`config.mk`:
```
export PLATFORM = sky130hd
export DESIGN_NAME = accumulator_alu_with_nzvc_flags
export DESIGN_NICKNAME = d
export VERILOG_FILES = /design/src/hdl/accalu_pkg.sv /design/src/hdl/accalu_core.sv /design/src/hdl/accumulator_alu_with_nzvc_flags.sv
export SDC_FILE = /design/constraint.sdc
export NUM_CORES = 1
export LEC_CHECK = 0
export BUFFER_PORTS_ARGS = -buffer_cell sky130_fd_sc_hd__buf_2
export CORE_MARGIN = 2
export CORE_UTILIZATION = 40
export DETAILED_ROUTE_END_ITERATION = 12
export SYNTH_ARGS = -nofsm -noshare
export SYNTH_HDL_FRONTEND = slang
export SYNTH_SLANG_ARGS = --single-unit
```
`constraint.sdc`:
```
create_clock -name i_clk -period 3.5 [get_ports i_clk]
set_input_delay 0.525 -clock i_clk [delete_from_list [all_inputs] [get_ports i_clk]]
set_output_delay 0.525 -clock i_clk [all_outputs]
set_load 0.02 [all_outputs]
```
`src/hdl/accalu_pkg.sv`:
```
// Package for the accumulator ALU: opcode codes, flag bit positions and the
// result record that passes from the ALU datapath to the top level.
// No dependencies.
package accalu_pkg;

    localparam int unsigned DATA_W = 16;
    localparam int unsigned FLAG_W = 4;
    localparam int unsigned OP_W   = 4;

    // Flag bit positions within the NZVC nibble
    localparam int unsigned FLAG_N = 3;
    localparam int unsigned FLAG_Z = 2;
    localparam int unsigned FLAG_V = 1;
    localparam int unsigned FLAG_C = 0;

    localparam logic [DATA_W-1:0] SIGN_BIT = 16'h8000;

    typedef enum logic [OP_W-1:0] {
        OP_NOT     = 4'd0,
        OP_NEG     = 4'd1,
        OP_ASL     = 4'd2,
        OP_ASR     = 4'd3,
        OP_ROL     = 4'd4,
        OP_ROR     = 4'd5,
        OP_ADD     = 4'd6,
        OP_SUB     = 4'd7,
        OP_AND     = 4'd8,
        OP_OR      = 4'd9,
        OP_ADDNF   = 4'd10,
        OP_SUBNF   = 4'd11,
        OP_PASS    = 4'd12,
        OP_FLAGSTO = 4'd13,
        OP_TOFLA   = 4'd14
    } t_opcode;

    typedef struct packed {
        logic [DATA_W-1:0] value;
        logic [FLAG_W-1:0] flags;
        logic              wr;
        logic              bad;
    } t_alu_result;

endpackage

```
`src/hdl/accalu_core.sv`:
```
// Combinational ALU datapath: separate adders for add and sub, shifts, logic ops and
// NZVC flag generation. Depends on accalu_pkg.
module accalu_core
    import accalu_pkg::*;
(
    input  logic [OP_W-1:0]   i_opcode,
    input  logic [DATA_W-1:0] i_a,
    input  logic [DATA_W-1:0] i_b,
    input  logic [FLAG_W-1:0] i_flags,
    output t_alu_result       o_res
);

    logic [DATA_W:0]   sum_add;
    logic [DATA_W:0]   sum_sub;
    logic [DATA_W-1:0] r;
    logic [FLAG_W-1:0] f;

    // Share one carry form per operation: sub is a + ~b + 1
    assign sum_add = {1'b0, i_a} + {1'b0, i_b};
    assign sum_sub = {1'b0, i_a} + {1'b0, ~i_b} + {{DATA_W{1'b0}}, 1'b1};

    // Select result and update flags
    always_comb begin
        r         = i_a;
        f         = i_flags;
        o_res.wr  = 1'b1;
        o_res.bad = 1'b0;
        unique case (t_opcode'(i_opcode))
            OP_NOT: begin
                r         = ~i_a;
                f[FLAG_N] = r[DATA_W-1];
                f[FLAG_Z] = (r == '0);
            end
            OP_NEG: begin
                r         = ~i_a + {{(DATA_W-1){1'b0}}, 1'b1};
                f[FLAG_N] = r[DATA_W-1];
                f[FLAG_Z] = (r == '0);
                f[FLAG_V] = (r == SIGN_BIT);
            end
            OP_ASL: begin
                r         = {i_a[DATA_W-2:0], 1'b0};
                f[FLAG_N] = r[DATA_W-1];
                f[FLAG_Z] = (r == '0);
                f[FLAG_V] = i_a[DATA_W-1] ^ r[DATA_W-1];
                f[FLAG_C] = i_a[DATA_W-1];
            end
            OP_ASR: begin
                r         = {i_a[DATA_W-1], i_a[DATA_W-1:1]};
                f[FLAG_N] = r[DATA_W-1];
                f[FLAG_Z] = (r == '0);
                f[FLAG_C] = i_a[0];
            end
            OP_ROL: begin
                r         = {i_a[DATA_W-2:0], i_flags[FLAG_C]};
                f[FLAG_C] = i_a[DATA_W-1];
            end
            OP_ROR: begin
                r         = {i_flags[FLAG_C], i_a[DATA_W-1:1]};
                f[FLAG_C] = i_a[0];
            end
            OP_ADD: begin
                r         = sum_add[DATA_W-1:0];
                f[FLAG_N] = r[DATA_W-1];
                f[FLAG_Z] = (r == '0);
                f[FLAG_V] = ~(i_a[DATA_W-1] ^ i_b[DATA_W-1]) & (i_a[DATA_W-1] ^ r[DATA_W-1]);
                f[FLAG_C] = sum_add[DATA_W];
            end
            OP_SUB: begin
                r         = sum_sub[DATA_W-1:0];
                f[FLAG_N] = r[DATA_W-1];
                f[FLAG_Z] = (r == '0);
                f[FLAG_V] = (i_a[DATA_W-1] ^ i_b[DATA_W-1]) & (i_a[DATA_W-1] ^ r[DATA_W-1]);
                f[FLAG_C] = sum_sub[DATA_W];
            end
            OP_AND: begin
                r         = i_a & i_b;
                f[FLAG_N] = r[DATA_W-1];
                f[FLAG_Z] = (r == '0);
            end
            OP_OR: begin
                r         = i_a | i_b;
                f[FLAG_N] = r[DATA_W-1];
                f[FLAG_Z] = (r == '0);
            end
            OP_ADDNF: r = sum_add[DATA_W-1:0];
            OP_SUBNF: r = sum_sub[DATA_W-1:0];
            OP_PASS:  r = i_b;
            OP_FLAGSTO: r = {{(DATA_W-FLAG_W){1'b0}}, i_flags};
            OP_TOFLA: begin
                f        = i_a[FLAG_W-1:0];
                o_res.wr = 1'b0;
            end
            default: begin
                // Undefined opcode: keep register and flags
                o_res.wr  = 1'b0;
                o_res.bad = 1'b1;
            end
        endcase
        o_res.value = r;
        o_res.flags = f;
    end

endmodule

```
`src/hdl/accumulator_alu_with_nzvc_flags.sv`:
```
// Top level of the accumulator ALU: input register, ALU datapath and result
// register. Depends on accalu_pkg and accalu_core.
//
// Usage:
//   Drive i_opcode, i_reg_value, i_operand and i_flags_in and raise start.
//   The transfer happens at the rising edge where start is high and busy is
//   low; busy is low whenever reset is released, so an operation may be
//   issued every cycle.
//   Each operation yields one result: o_result_value, o_flags_out,
//   o_writes_register and o_invalid_op, shown for exactly one cycle with
//   o_result_valid high. The operation passes through the input register,
//   then the result register around the combinational ALU datapath.
//   Throughput is one operation per clock outside reset.
//   The receiver cannot stall; it must take each result in its strobe cycle.
//   A synchronous low i_rst_n clears both valid stages and holds busy high;
//   no result is lost or invented across reset other than the items in
//   flight being dropped.
module accumulator_alu_with_nzvc_flags
    import accalu_pkg::*;
(
    input  logic              i_clk,
    input  logic              i_rst_n,
    input  logic              start,
    output logic              busy,
    input  logic [OP_W-1:0]   i_opcode,
    input  logic [DATA_W-1:0] i_reg_value,
    input  logic [DATA_W-1:0] i_operand,
    input  logic [FLAG_W-1:0] i_flags_in,
    output logic              o_result_valid,
    output logic [DATA_W-1:0] o_result_value,
    output logic [FLAG_W-1:0] o_flags_out,
    output logic              o_writes_register,
    output logic              o_invalid_op
);

    logic              r_in_valid;
    logic [OP_W-1:0]   r_opcode;
    logic [DATA_W-1:0] r_reg_value;
    logic [DATA_W-1:0] r_operand;
    logic [FLAG_W-1:0] r_flags;
    logic              r_out_valid;
    t_alu_result       r_res;
    t_alu_result       n_res;
    logic              xfer_in;

    // Hold off the sender only while in reset
    assign busy    = !i_rst_n;
    assign xfer_in = start && !busy;

    // Capture the operation on every transfer
    always_ff @(posedge i_clk) begin
        if (!i_rst_n) begin
            r_in_valid <= 1'b0;
        end else begin
            r_in_valid <= xfer_in;
        end
        if (xfer_in) begin
            r_opcode    <= i_opcode;
            r_reg_value <= i_reg_value;
            r_operand   <= i_operand;
            r_flags     <= i_flags_in;
        end
    end

    accalu_core u_core (
        .i_opcode (r_opcode),
        .i_a      (r_reg_value),
        .i_b      (r_operand),
        .i_flags  (r_flags),
        .o_res    (n_res)
    );

    // Register the result for one strobe cycle
    always_ff @(posedge i_clk) begin
        if (!i_rst_n) begin
            r_out_valid <= 1'b0;
        end else begin
            r_out_valid <= r_in_valid;
        end
        if (r_in_valid) begin
            r_res <= n_res;
        end
    end

    assign o_result_valid    = r_out_valid;
    assign o_result_value    = r_res.value;
    assign o_flags_out       = r_res.flags;
    assign o_writes_register = r_res.wr;
    assign o_invalid_op      = r_res.bad;

    // Every transfer reaches the result strobe through the input and result registers
    a_latency: assert property (@(posedge i_clk) disable iff (!i_rst_n)
        xfer_in |=> ##1 o_result_valid)
        else $error("transfer did not produce a result");

    // No strobe without an operation in flight
    a_no_phantom: assert property (@(posedge i_clk) disable iff (!i_rst_n)
        o_result_valid |-> $past(r_in_valid))
        else $error("result strobe without operation");

    // An invalid opcode never writes the register and keeps its value
    a_invalid_hold: assert property (@(posedge i_clk) disable iff (!i_rst_n)
        (o_result_valid && o_invalid_op) |->
            (!o_writes_register && o_result_value == $past(r_reg_value)
             && o_flags_out == $past(r_flags)))
        else $error("invalid opcode altered state");

    // Only the flag load op skips the write besides invalid opcodes
    a_tofla_nowrite: assert property (@(posedge i_clk) disable iff (!i_rst_n)
        (r_in_valid && r_opcode == OP_TOFLA) |=>
            (!o_writes_register && o_flags_out == $past(r_reg_value[FLAG_W-1:0])))
        else $error("flag load wrote register");

endmodule
```
; After elaboration in Yosys (flattened, before gate mapping)
; Index checks and enable logic that the tools add are counted.
[word_totals]
wordCells = 63
mem_bits_rw = 0
ff_bits = 64
n_memories = 0
inputBits = 43
romBits = 0
latchBits = 0
[op_classes]
addsub = 4
div_mod_pow = 0
bitwise_logic = 11
n_mul = 0
n_mux = 6
n_reduce_logical = 17
eq_ne = 15
magnitude_cmp = 0
shift = 0
[ops]
columns = cell, count
row1 = 16-bit one-hot mux with 12 select lines, 1
row2 = 16-bit zero test, 7
row3 = 16-bit by 16-bit adder with 17-bit output, 2
row4 = 16-bit inverter, 2
row5 = "4-bit == test, second input constant", 7
row6 = 2-bit one-hot mux with 9 select lines, 1
row7 = "17-bit by 1-bit adder with 17-bit output, second input constant", 1
row8 = "16-bit by 1-bit adder with 16-bit output, second input constant", 1
row9 = 16-bit bitwise AND, 1
row10 = "16-bit == test, second input constant", 1
row11 = "4-bit by 3-bit == test with 1-bit output, second input constant", 4
row12 = 16-bit OR, 1
row13 = 15-bit zero test, 1
row14 = 15-bit OR reduction, 1
row15 = 14-bit OR reduction, 1
row16 = "4-bit by 2-bit == test with 1-bit output, second input constant", 2
row17 = 2-bit OR reduction, 3
row18 = 1-bit one-hot mux with 5 select lines, 1
row19 = "4-bit by 1-bit == test with 1-bit output, second input constant", 1
row20 = 4-bit zero test, 1
row21 = 1-bit one-hot mux with 4 select lines, 1
row22 = 1-bit bitwise XOR, 4
row23 = 3-bit OR reduction, 1
row24 = 1-bit bitwise AND, 2
row25 = other kinds (4), 5

; Logic depth before layout (Yosys ltp)
; Gate-level depths: netlist of run 1.
[logic_depth]
depth_word = 6
ltp_mapped = 12
depth_no_buf = 12

; Hierarchy
; Synthesis of run 1 repeated with hierarchy kept, for this count alone.
[hier_totals]
cells_unflattened = 693
area_unflattened_um2 = 6152.2
[by_module_without_submodules]
columns = module, seq_area_each_um2, instances, cells_each, area_per_inst_um2
row1 = accalu_core, 0.0, 1, 625, 4227.8
row2 = accumulator_alu_with_nzvc_flags, 1901.8, 1, 68, 1924.3

; Worst setup path before layout of run 1
; OpenSTA, ideal clock, no wires.
[synth_path]
kind = reg2reg
from = register r_reg_value[4]
to = register r_res, in the netlist o_flags_out[3], data pin
setup_ns = 0.254
stages_incl_launch_ff = 13
t_arrival_ns = 2.871
required_ns = 3.246
path_slack_ns = 0.375
cell_sequence = edfxtp_1 clkbuf_1 inv_1 ha_1 buf_2 a21oi_1 o31ai_1 a211o_1 a221o_1 a21o_1 xnor2_1 o221ai_1 o21a_1
[synth_rtl]
columns = element, line
row1 = start: declaration, accumulator_alu_with_nzvc_flags.sv:38  ; logic [DATA_W-1:0] r_reg_value;
row2 = start signal: assignment, accumulator_alu_with_nzvc_flags.sv:59  ; r_reg_value <= i_reg_value;
row3 = end signal: assignment, accumulator_alu_with_nzvc_flags.sv:81  ; r_res <= n_res;
row4 = end: declaration, accumulator_alu_with_nzvc_flags.sv:42  ; t_alu_result r_res;

==> results of run 1 <==
-- flip-flops by register name (all words and copies together), names as in the netlist --
signal,cells
r_flags,4
o_result_valid,1
o_invalid_op,1
r_reg_value,16
o_writes_register,1
r_opcode,4
o_flags_out,4
r_operand,16
o_result_value,16
r_in_valid,1
-- where the power goes --
part           internal, mW  switching [mW]  leakage [nW]
Sequential            0.919          0.0402         0.594
Clock                 0.690           0.339         0.169
Combinational         0.388           0.674          2.09
Total                  2.00            1.05          2.85
-- routing by layer --
metal | GRT usage [%] | part of all wire, % | up-vias
met5 | 0 | 0 | -
met4 | 11.7 | 4.0 | 0
met3 | 6.28 | 9.8 | 78
met2 | 44.0 | 43 | 432
met1 | 41.0 | 43 | 3066
li1 | - | - | 2935
-- timing repair --
item                                    4_1_cts  5_1_grt
hold buffers                                  0        0
endpoints found under the setup margin        0        4
gates resized for setup                       0        2
hold endpoints to repair                      0        0
-- worst min path at each step --
stage / from / to / slack (ps) / cells past startpoint
after global routing: i_reg_value[7] / r_reg_value[7]$_DFFE_PP_ / 340 / 1
after floorplan: r_flags[3]$_DFFE_PP_ / o_flags_out[3]$_DFFE_PP_ / 540 / 1
final: i_reg_value[12] / r_reg_value[12]$_DFFE_PP_ / 350 / 1
after CTS: i_operand[12] / r_operand[12]$_DFFE_PP_ / 340 / 1
after detailed placement: r_flags[3]$_DFFE_PP_ / o_flags_out[3]$_DFFE_PP_ / 660 / 1
after global placement: r_flags[3]$_DFFE_PP_ / o_flags_out[3]$_DFFE_PP_ / 660 / 1
-- synthesized netlist by cell type (6+ instances only) --
cell type  instances  share of area (%)
edfxtp_1          62                 30
nand2_1           56                3.3
nor2_1            56                3.3
a21oi_1           53                4.2
ha_1              52                 10
inv_1             49                2.9
clkbuf_1          44                2.6
o21ai_0           38                3.0
xnor2_1           32                4.5
nor3_1            23                1.8
nand3_1           22                1.8
a221oi_1          14                2.0
a211oi_1          12                1.4
nand4_1           12                1.2
o221ai_1          12                1.7
nand2b_1          11                1.1
nor2b_1           11                1.1
nor4_1             9               0.90
a31oi_1            8               0.80
o22ai_1            8               0.80
a21o_1             7               0.84
a22oi_1            7               0.84
o211ai_1           7               0.84
or4_1              7               0.84
o21a_1             6               0.72
or3_1              6               0.60
-- cells by family after synthesis --
group	synth area share, %
AND/OR/NAND/NOR	20.2
adder cells (fa/ha/maj)	11.0
AO/OA/AOI/OAI	26.2
multiplexers	0.976
buffers and inverters	6.27
flip-flops	30.3
XOR/XNOR	5.16
-- worst max-delay path: cells and delay by family (launching register included) --
kind                     cells  cell delay (ps)
AO/OA/AOI/OAI                6             1450
adder cells (fa/ha/maj)      2              620
buffers and inverters        2              160
flip-flops                   1              420
AND/OR/NAND/NOR              2              550
-- stage by stage --
| step | std cells | hold slack [ps] |
|---|---|---|
| after CTS | 1027 | 342 |
| after global placement | 1011 | 664 |
| final | 1027 | 350 |
| after floorplan | 739 | 535 |
| after detailed placement | 1011 | 660 |
| after global routing | 1027 | 342 |
-- layout make-up --
type                       count  share of cell area [%]
tap                          211                    3.58
clock inverter                 7                    1.49
inverter                      51                    2.60
timing repair buffer         112                    9.16
sequential                    64                    25.8
multi-input combinational    573                    54.3
clock buffer                   9                    3.05
-- cell usage in the layout (no fill, tap or decap), drive strengths merged, types with 9 or more instances in the layout --
cell type  instances
nand4             12
nand2             56
a211oi            12
nand2b            11
xnor2             32
a221oi            14
ha                52
nor3              24
nor4              10
inv               49
edfxtp            62
o221ai            12
nand3             23
buf              112
o21ai             42
clkbuf             9
a21oi             53
nor2b             11
nor2              56
==> run_results.csv, run 1 <==
group,metric,value,unit
die,die_area,16700,um2
synth,synth_area_per_cell,8.50,um2
clock_tree,clkSinkCount,64,
sta,skew,12.1,ps
worst_setup_path,crit_end,"o_result_value[14]$_DFFE_PP_",
route,vias_per_cell,6.34,
sta,slew_headroom,20.6,%
synth,netlist_instances,739,
die,die_h,129,um
sta,fmax,0.299,GHz
worst_setup_path,crit_path_end_kind,"flop",
route,route.detailed.drc,0,
placement,pre_cts_ws,138,ps
route,dr_total_vias,6511,
worst_setup_path,crit_start,"r_reg_value[0]$_DFFE_PP_",
pwr,irDropWorstVdd,0.000250,V
worst_setup_path,timing.rr.start,"r_reg_value[0]$_DFFE_PP_",
sta,fin_crit_sh,95.6,%
sta,rsz0062_at_grt,"no",
synth,yosysWarnings,0,
sta,finalMaxSlewViolations,0,
die,die_width,129,um
clock_tree,htreeDepth,3,
worst_setup_path,cp.required,3690,ps
worst_setup_path,critPathSlowestCell,"a2111oi_0",
clock_tree,cts_setup_buffers,0,
run,cap_violations,0,
global_route,grt_max_degree,41,
worst_setup_path,criticalPathCategory,"flop to flop",
pwr,report.power.total,3.05,mW
placement,gp_congestion,0.997,
die,fp-row-count,45,
route,drt_first_iter_violations,1118,
global_route,grt_overflow,0,
worst_setup_path,slowest_delay,470,ps
sta,worst_pin_slew,1190,ps
final_layout,fillers,1462,
final_layout,layout-area-overhead-vs-synth,17.3,%
final_layout,register_area,1900,um2
worst_setup_path,path_max_fanout,4,
die,core_area,15300,um2
sta,fin_tns_setup,0,ps
global_route,antenna_found_initial,0,
route,wl_per_cell,23.6,um
worst_setup_path,startpoint_type,"flop",
global_route,grt_pass1_vias,6127,
clock_tree,cts_tree,"done",
die,ioPinCount,67,
route,ant_nets,0,
placement,post_dp_cell_area,7020,um2
clock_tree,cts_inserted_buffers,9,
clock_tree,cts_root_buf,"clkbuf_16",
synth,netlist_area,6280,um2
synth,synthArstFlopShare,0,%
worst_setup_path,cp.arrival,3540,ps
clock_tree,insertion_delay,350,ps
synth,synthDistinctLibCells,78,
synth,synth_nets,836,
synth,synthFlopType,"edfxtp_1",
global_route,track_usage,29.3,%
placement,dp_hpwl,18400,um
placement,io_buffers,66,
worst_setup_path,r2r_end,"o_result_value[14]$_DFFE_PP_",
worst_setup_path,r2r_slack,150,ps
sta,min_period,3350,ps
sta,finalSetupViolCount,0,
worst_setup_path,critPathMostFrequentCell,"inv_1",
pwr,p_per_area,414,nW/um2
global_route,grt_first_pass_wirelength,36500,um
final_layout,drive_above_1_share,18.0,%
final_layout,multiInputGateArea,4010,um2
synth,seq_area_frac_synth,30.3,%
final_layout,fin_nets,908,
clock_tree,path_clk_slew,60,ps
pwr,leakage,2.85,nW
clock_tree,cts_buffer_depth,2,
sta,setup_ws,154,ps
die,initial_core_util,41.2,%
synth,synth_seq_cells,64,
synth,synth-edff-count,62,
final_layout,fin_util,48.3,%
worst_setup_path,crit_chain,"inv_1, ha_1, inv_1, fa_1, nand2b_1, a211o_1, nor4b_4, o2111ai_1, a2111oi_0, a311oi_1, o221a_1, a21oi_1",
sta,hold_violations,0,
worst_setup_path,rr_worst_depth,12,
route,wirelength,24200,um
worst_hold_path,hp-class,"primary input to flop",
final_layout,diodes,0,
final_layout,finalInstanceArea,7370,um2
outcome,status,"finished, final reports clean",
route,dr.pass1.iters,6,
Note: power is estimated with default switching activity, not from simulation.
==> inputs of run 2 (changes only) <==
Settings changed: ABC_AREA set to 1.
==> run 2 against run 1 <==
Net effect:
- global-route usage shrank 0.57 points
- flip-flop and latch count is the same
- cell area shrank 2.1%
- total power shrank 1.9%
- clock skew shrank 2.5 ps
- sequential power grew 0.4%
- clock power grew 4%
- critical path type unchanged
- largest power group is now the clock network
==> run_results.csv, run 2 <==
group,metric,value,unit
global_route,grt_max_degree,35,
die,fp-row-count,45,
route,dr.pass1.iters,5,
pwr,irDropWorstVdd,0.000231,V
final_layout,diodes,0,
worst_setup_path,crit_path_end_kind,"flop",
worst_setup_path,critPathSlowestCell,"edfxtp_1",
synth,synth_top_area_share,29.7,%
placement,gp_congestion,1.05,
clock_tree,cts_root_buf,"clkbuf_16",
final_layout,fin_nets,1088,
clock_tree,cts_inserted_buffers,9,
synth,netlist_area,6270,um2
global_route,track_usage,28.7,%
synth,seq_area_frac_synth,30.3,%
route,wirelength,23700,um
die,die_area,16700,um2
global_route,grt_first_pass_wirelength,35500,um
worst_setup_path,crit_chain,"inv_1, ha_1, inv_1, fa_1, nand3_1, nand2_2, nand2_2, nand2_1, nand2_1, nand3_1, nand2_1, a21oi_1, o21ai_0, nand4_1",
synth,synthFlopType,"edfxtp_1",
clock_tree,clkSinkCount,64,
final_layout,drive_above_1_share,13.7,%
die,core_area,15300,um2
outcome,status,"finished, final reports clean",
worst_setup_path,startpoint_type,"flop",
clock_tree,cts_setup_buffers,0,
sta,rsz0062_at_grt,"no",
route,dr_total_vias,6786,
clock_tree,insertion_delay,350,ps
sta,slew_headroom,46.4,%
synth,synth-edff-count,62,
clock_tree,htreeDepth,3,
final_layout,fin_util,47.3,%
synth,synth_area_leaders,"edfxtp_1 30%, nand2_1 15%, ha_1 10%",
sta,hold_violations,0,
clock_tree,cts_buffer_depth,2,
synth,synthAdderAreaFrac,11.0,%
worst_setup_path,cp.arrival,3140,ps
clock_tree,cts_resized,0,
clock_tree,ctsHoldBuffers,0,
synth,synth_nets,1014,
route,route.detailed.drc,0,
global_route,antenna_found_initial,0,
die,die_width,129,um
global_route,grt_overflow,0,
final_layout,layout_common_cells,"246 x nand2_1, 118 x inv_1, 113 x nor2_1",
final_layout,multiInputGateArea,3740,um2
sta,fmax,0.324,GHz
clock_tree,cts_tree,"done",
worst_setup_path,criticalPathCategory,"flop to flop",
placement,io_buffers,66,
final_layout,final_common_cell,"nand2_1",
final_layout,register_area,1900,um2
sta,min_period,3090,ps
clock_tree,path_clk_slew,60,ps
pwr,p_per_area,415,nW/um2
sta,worst_pin_slew,803,ps
synth,synth_common_cells,"246 x nand2_1, 119 x inv_1, 113 x nor2_1",
pwr,leakage,3.49,nW
run,cap_violations,0,
sta,fin_crit_sh,88.1,%
route,vias_per_cell,5.62,
synth,yosysWarnings,0,
synth,synth.most_common_cell,"nand2_1",
final_layout,stdcell_count,1207,
synth,synth_seq_cells,64,
synth,netlist_instances,917,
sta,skew,9.60,ps
synth,synthDistinctLibCells,43,
synth,synth_largest_area_cell,"edfxtp_1",
synth,synth_area_per_cell,6.83,um2
synth,synth_xor_area_share,0.958,%
route,wl_per_cell,19.6,um
synth,synth_top_family_by_area,"simple AND/OR/NAND/NOR gates",
die,ioPinCount,67,
sta,finalSetupViolCount,0,
worst_setup_path,path_max_fanout,9,
sta,finalMaxSlewViolations,0,
placement,dp_hpwl,18200,um
final_layout,fillers,1619,
worst_setup_path,critPathMostFrequentCell,"nand2_1",
synth,synth_mux_area_share,0,%
worst_setup_path,cp.required,3560,ps
route,ant_nets,0,
route,drt_first_iter_violations,846,
die,die_h,129,um
final_layout,layout-area-overhead-vs-synth,15.2,%
sta,fin_tns_setup,0,ps
synth,synth_compound_area_share,13.4,%
worst_hold_path,hp-class,"primary input to flop",
worst_setup_path,slowest_delay,490,ps
synth,synthSimpleGateAreaFrac,34.4,%
placement,dp_cells,1191,
die,initial_core_util,41.1,%
synth,synthArstFlopShare,0,%
global_route,grt_pass1_vias,6289,
## run 2: layout make-up
type	instances	area share, %
flip-flops and latches	64	26.4
well taps	211	3.66
clock buffers	11	3.36
repair buffers	83	6.35
inverters	134	6.97
multi-input cells	699	51.9
clock inverters	5	1.44
## run 2: metal layers
layer	wire [um]	share of wire (%)	vias up	global-route usage [%]
met5	0	0	-	0
met4	691	2.9	0	10.4
met3	2200	9.3	58	5.86
met2	10500	44	409	44.7
met1	10300	43	3101	39.5
li1	-	-	3218	-
## run 2: per-stage QoR
step / total power, mW / setup WS (ps) / instance area (um2) / hold WS [ps]
floorplan: 1.61 / 1030 / 6270 / 568
CTS: 2.97 / 524 / 7220 / 340
finish: 2.99 / 415 / 7220 / 346
global route: 3.13 / 237 / 7220 / 342
global placement: 1.91 / 496 / 6870 / 644
detailed placement: 1.90 / 530 / 6870 / 653
## run 2: kinds of logic after synthesis
logic type / Yosys count
simple gates: 504
buf+inv: 154
compound gates: 135
flops: 64
fa+ha+maj: 54
xor+xnor: 6
## run 2: critical path: cells and delay by family (launching register included)
family	cells	cell delay, ps
AO/OA/AOI/OAI	2	300
adder cells (fa/ha/maj)	2	650
buffers and inverters	2	400
flip-flops	1	490
AND/OR/NAND/NOR	8	950
## run 2: path summary, 6_finish.rpt
check	from	to	slack [ps]	depth (start not counted)
min reg2reg	r_flags[3]$_DFFE_PP_	o_flags_out[3]$_DFFE_PP_	670	2
min	i_operand[10]	r_operand[10]$_DFFE_PP_	350	1
max reg2reg	r_reg_value[0]$_DFFE_PP_	o_flags_out[0]$_DFFE_PP_	410	14
max	r_reg_value[0]$_DFFE_PP_	o_flags_out[0]$_DFFE_PP_	410	14
## run 2: power breakdown
group          switching, mW  internal [mW]
registers             0.0436          0.921
clock network          0.351          0.715
logic                  0.669          0.293
